<file path="src/rtl/core/bda_pkg.sv">
// ---------------------------------------------------------------------------
// bda_pkg
// Shared types, codes and widths for the banker's deadlock avoidance core.
// ---------------------------------------------------------------------------
package bda_pkg;

  localparam int DEF_CUSTOMERS      = 5;
  localparam int DEF_RESOURCE_TYPES = 4;

  localparam int HELD_W      = 4;   // one allocation or claim entry
  localparam int TOTAL_W     = 8;   // one configured total
  localparam int SUM_W       = 8;   // column sum of allocations, at most 5 x 15 at the default size
  localparam int WORK_W      = 9;   // signed lane: available, need, work
  localparam int CARRIED_RES = 4;   // resources that carry totals, claims, amounts
  localparam int CLAIM_ROWS  = 5;   // customers that carry claim registers
  localparam int CLAIM_W     = 16;
  localparam int SLOT_W      = 3;
  localparam int OUT_SLOTS   = 5;
  localparam int CFG_DATA_W  = 32;
  localparam int CFG_IDX_W   = 3;

  localparam logic [CFG_IDX_W-1:0] REG_TOTALS      = 3'd0;
  localparam logic [CFG_IDX_W-1:0] REG_CLAIM_FIRST = 3'd1;
  localparam logic [CFG_IDX_W-1:0] REG_CLAIM_LAST  = 3'd5;

  typedef enum logic [1:0] {
    OP_REQUEST = 2'd0,
    OP_RELEASE = 2'd1,
    OP_RUN     = 2'd2,
    OP_NOP     = 2'd3
  } op_t;

  typedef enum logic [2:0] {
    STAT_OK        = 3'd0,
    STAT_NO_AVAIL  = 3'd1,
    STAT_OVER_NEED = 3'd2,
    STAT_UNSAFE    = 3'd3,
    STAT_OVER_HELD = 3'd4
  } status_t;

  typedef enum logic [2:0] {
    S_IDLE,
    S_CHK_AVAIL,
    S_CHK_NEED,
    S_REL_CHECK,
    S_APPLY,
    S_SCAN_INIT,
    S_SCAN,
    S_ROLLBACK
  } state_t;

  typedef logic signed [WORK_W-1:0] lane_t;

  function automatic lane_t from_nib(logic [HELD_W-1:0] v);
    return lane_t'({{(WORK_W-HELD_W){1'b0}}, v});
  endfunction

  function automatic lane_t from_byte(logic [TOTAL_W-1:0] v);
    return lane_t'({{(WORK_W-TOTAL_W){1'b0}}, v});
  endfunction

endpackage

</file>
<file path="src/rtl/core/bda_row_unit.sv">
// ---------------------------------------------------------------------------
// bda_row_unit
// Shared row unit: signed lane compare a > b and lane add b + c.
// ---------------------------------------------------------------------------
module bda_row_unit import bda_pkg::*; #(
  parameter int LANES = DEF_RESOURCE_TYPES
) (
  input  lane_t             a   [LANES],
  input  lane_t             b   [LANES],
  input  lane_t             c   [LANES],
  output logic [LANES-1:0]  gt,
  output lane_t             sum [LANES]
);

  always_comb begin
    for (int i = 0; i < LANES; i++) begin
      gt[i]  = a[i] > b[i];
      sum[i] = b[i] + c[i];
    end
  end

endmodule

</file>
<file path="config.mk">
export PLATFORM = sky130hd
export DESIGN_NAME = bda_row_unit
export DESIGN_NICKNAME = d
export VERILOG_FILES = /design/src/rtl/core/bda_pkg.sv /design/src/rtl/core/bda_row_unit.sv
export SDC_FILE = /design/constraint.sdc
export NUM_CORES = 1
export LEC_CHECK = 0
export BUFFER_PORTS_ARGS = -buffer_cell sky130_fd_sc_hd__buf_2
export CORE_MARGIN = 2
export CORE_UTILIZATION = 35
export DETAILED_ROUTE_END_ITERATION = 8
export GPL_TIMING_DRIVEN = 0
export PLACE_DENSITY = 0.75
export SETUP_SLACK_MARGIN = 0.02
export SLEW_MARGIN = 20
export SYNTH_ARGS = -nofsm -noshare
export SYNTH_HDL_FRONTEND = slang
export SYNTH_SLANG_ARGS = --single-unit
</file>
<file path="constraint.sdc">
create_clock -name vclk -period 3.43
set_clock_uncertainty 0.05 [all_clocks]
set_input_delay 0.343 -clock vclk [all_inputs]
set_output_delay 0.343 -clock vclk [all_outputs]
set_load 0.005 [all_outputs]
</file>
# Word-level counts from Yosys, hierarchy flattened
# Index checks and enable logic that the tools add are counted.
classes:
  n_lt_le_gt_ge: 4
  addsub: 4
op_table:
  columns: ["cell", "count"]
  rows:
  - ["$add 9x9->9", 4]
  - ["$gt 9x9->1", 4]
word_totals:
  wordCells: 8
  output_inout_bits: 40
  ff_bits: 0
  input_bits: 108

# Longest topological paths before layout
depth:
  depth_word: 1
  ltp_mapped: 6
  mapped_depth_nobuf: 6

# Worst setup path after synthesis
# OpenSTA, ideal clock, no wires.
synth_path:
  path_type: "input to output"
  from: "input port b[9] (netlist name)"
  to: "output port sum[17] (netlist name)"
  arrival_ps: 1767
  path_stages: 6
  path_buffers: 0
  setup_slack_ps: 1270
  required_time_ps: 3037
  cell_sequence: "ha_1 -> fa_1 -> a21o_1 -> a2111oi_4 -> a21oi_2 -> xnor2_1"
synth_lines:
  columns: ["element", "line_no", "rtl"]
  rows:
  - ["start, declared", "bda_row_unit.sv:9", "input lane_t b [LANES],"]
  - ["end, declared", "bda_row_unit.sv:12", "output lane_t sum [LANES]"]

==> metrics.txt <==
sequential cells=0; vias per cell=5.051; Top Ports=between 100 and 150; sequential cell area=0 um2; ant diodes=0; GR peak layer=met2; CP Data Arrival Time=2110 ps; GR Util met1=19.19%; maximum vdd drop=between 80 and 90 uV; total die area=7228 um2; buffers plus inverters on the worst setup path=2; leak pwr=1.813 nW; Total GRT Usage=around 17%; ratio of cells with drive above 1 in the final layout=37.88%; most frequent cells in the layout=buf_2 (148), ha_1 (68), inv_1 (42); Row Count=29; grt ovf=0; crit-path max cell delay=410 ps; hold path depth=3; Slew HR=76.90%; RSZ-0062 raised after global routing=no; Post-Synthesis Cells=285; CP delay by family, top=compound AO/OA/AOI/OAI gates; Setup CP Type=input port to primary output; Syn Nets=465; # hold bufs at CTS=0; Max Cap Violations=0; outcome=completed; routed vias=2576; Layout area overhead=36.44%; cell mode on critical path=buf_2; Avg Cell Area, Syn=8.060 um2; DR WL/cell=between 10 and 15 um; Critical Path Fanout Max=2; Nets=615; CLK BUF=0; final worst slack=927.9 ps; period utilisation layout=72.95%; routability cong.=0.8357; Core ar.=6350 um2; Setup Viol. Count Final=0; Netlist cell types=31; min cycle time layout=2502 ps; sequence of cells on the critical path=buf_2 > ha_1 > fa_1 > a21o_1 > a2111oi_4 > a21oi_2 > xnor2_1 > buf_2; Critical Path RT=3040 ps; post-route antenna net violation count=0; Syn. warnings=0; slowest CP cell=fa_1; Initial Utilization=36.18%; DRC=0; Hold WC Path Type=input port to primary output; initial antenna violation count=0; GR Layer Usage met2=33.66%; die height=85.02 um; HPWL after DPL=slightly below 6 mm; largest net degree at the start of global routing=7; Slew @ Worst Pin=346.6 ps; Initial DRC Count=76; stages on the worst setup path=8; commonest non-fill, non-tap cell in the layout=buf_2; Port Buffers=148; postcts setup bufs=0; met3 usage=1.751%; first-pass GRT wire length=around 11 mm; Seq/Total Area, Yosys=0%; Critical Path End Type=primary output; vias in the first global route=around 2500; Max Clk Rate=roughly 400 MHz; Die X-Extent=85.02 um; pins over their slew limit=0; Post-Route WL=6.281 mm; Final Hold Vio Count=0; power per cell area=170.0 nW/um2; startpoint types=input port; drt pass-1 iters=4; post-CTS sizing=0; pre-CTS setup slack=920.6 ps; Post-Syn Area=2297 um2; Final TNS setup=0 ps
## cells in the mapped netlist, drive strengths merged, types with 3 or more instances
master	n	area share [%]
or2	4	1.1
fa	4	3.5
nand3	14	3.1
and3	10	3.6
o21bai	4	1.3
o21a	3	0.98
o211ai	8	2.6
ha	68	37
a2111oi	4	4.8
xnor2	24	9.2
a21o	9	2.9
nand2	15	2.5
and2	4	1.1
inv	42	6.9
xor2	8	3.1
or3	8	2.2
a211o	3	1.1
nor2	16	2.6
a21oi	23	5.7
## logic make-up after synthesis
| kind of cell | after synthesis | share of synthesized area, % |
|---|---|---|
| simple gates | 75 | 17.48 |
| fa+ha+maj | 72 | 40.52 |
| compound gates | 64 | 22.93 |
| buf+inv | 42 | 6.863 |
| xor+xnor | 32 | 12.20 |
## final timing paths
path              startpoint       to  slack [ps]
setup / recovery       b[18]  sum[26]         930
hold / removal         c[27]  sum[27]         910
## layer usage
| metal | wire length, um | vias up |
|---|---|---|
| met1 | 2388 | 1162 |
| met5 | 0 | - |
| li1 | - | 1322 |
| met4 | 38 | 0 |
| met2 | 3407 | 88 |
| met3 | 447 | 4 |
## stage by stage
step,total power [W],util [%],cells,hold slack (ps),cell area [um2]
2_1_floorplan,0.0003179,-,285,744.6,2297
3_3_place_gp,0.0005170,49.36,510,917.5,3134
3_5_place_dp,0.0005344,49.36,510,914.2,3134
4_1_cts,0.0005377,49.36,510,914.7,3134
5_1_grt,0.0005994,49.36,510,923.0,3134
6_report,0.0005330,49.36,510,911.1,3134
## layout make-up
cell class	count	area (um2)
tap	77	96.34
multi-input combinational	243	2140
inverter	42	157.7
fill	646	3216
timing repair buffer	148	740.7
## worst min-delay path: cells and delay by family
kind                       cells  cell delay, ps
buffers and inverters          2             180
adders and majority gates      1             100
## power by group
group / leakage [nW] / switching, W / internal (W)
Clock: 0 / 0 / 0
Combinational: 1.81 / 0.000257 / 0.000276
Sequential: 0 / 0 / 0
Note: power is estimated with default switching activity, not from simulation.
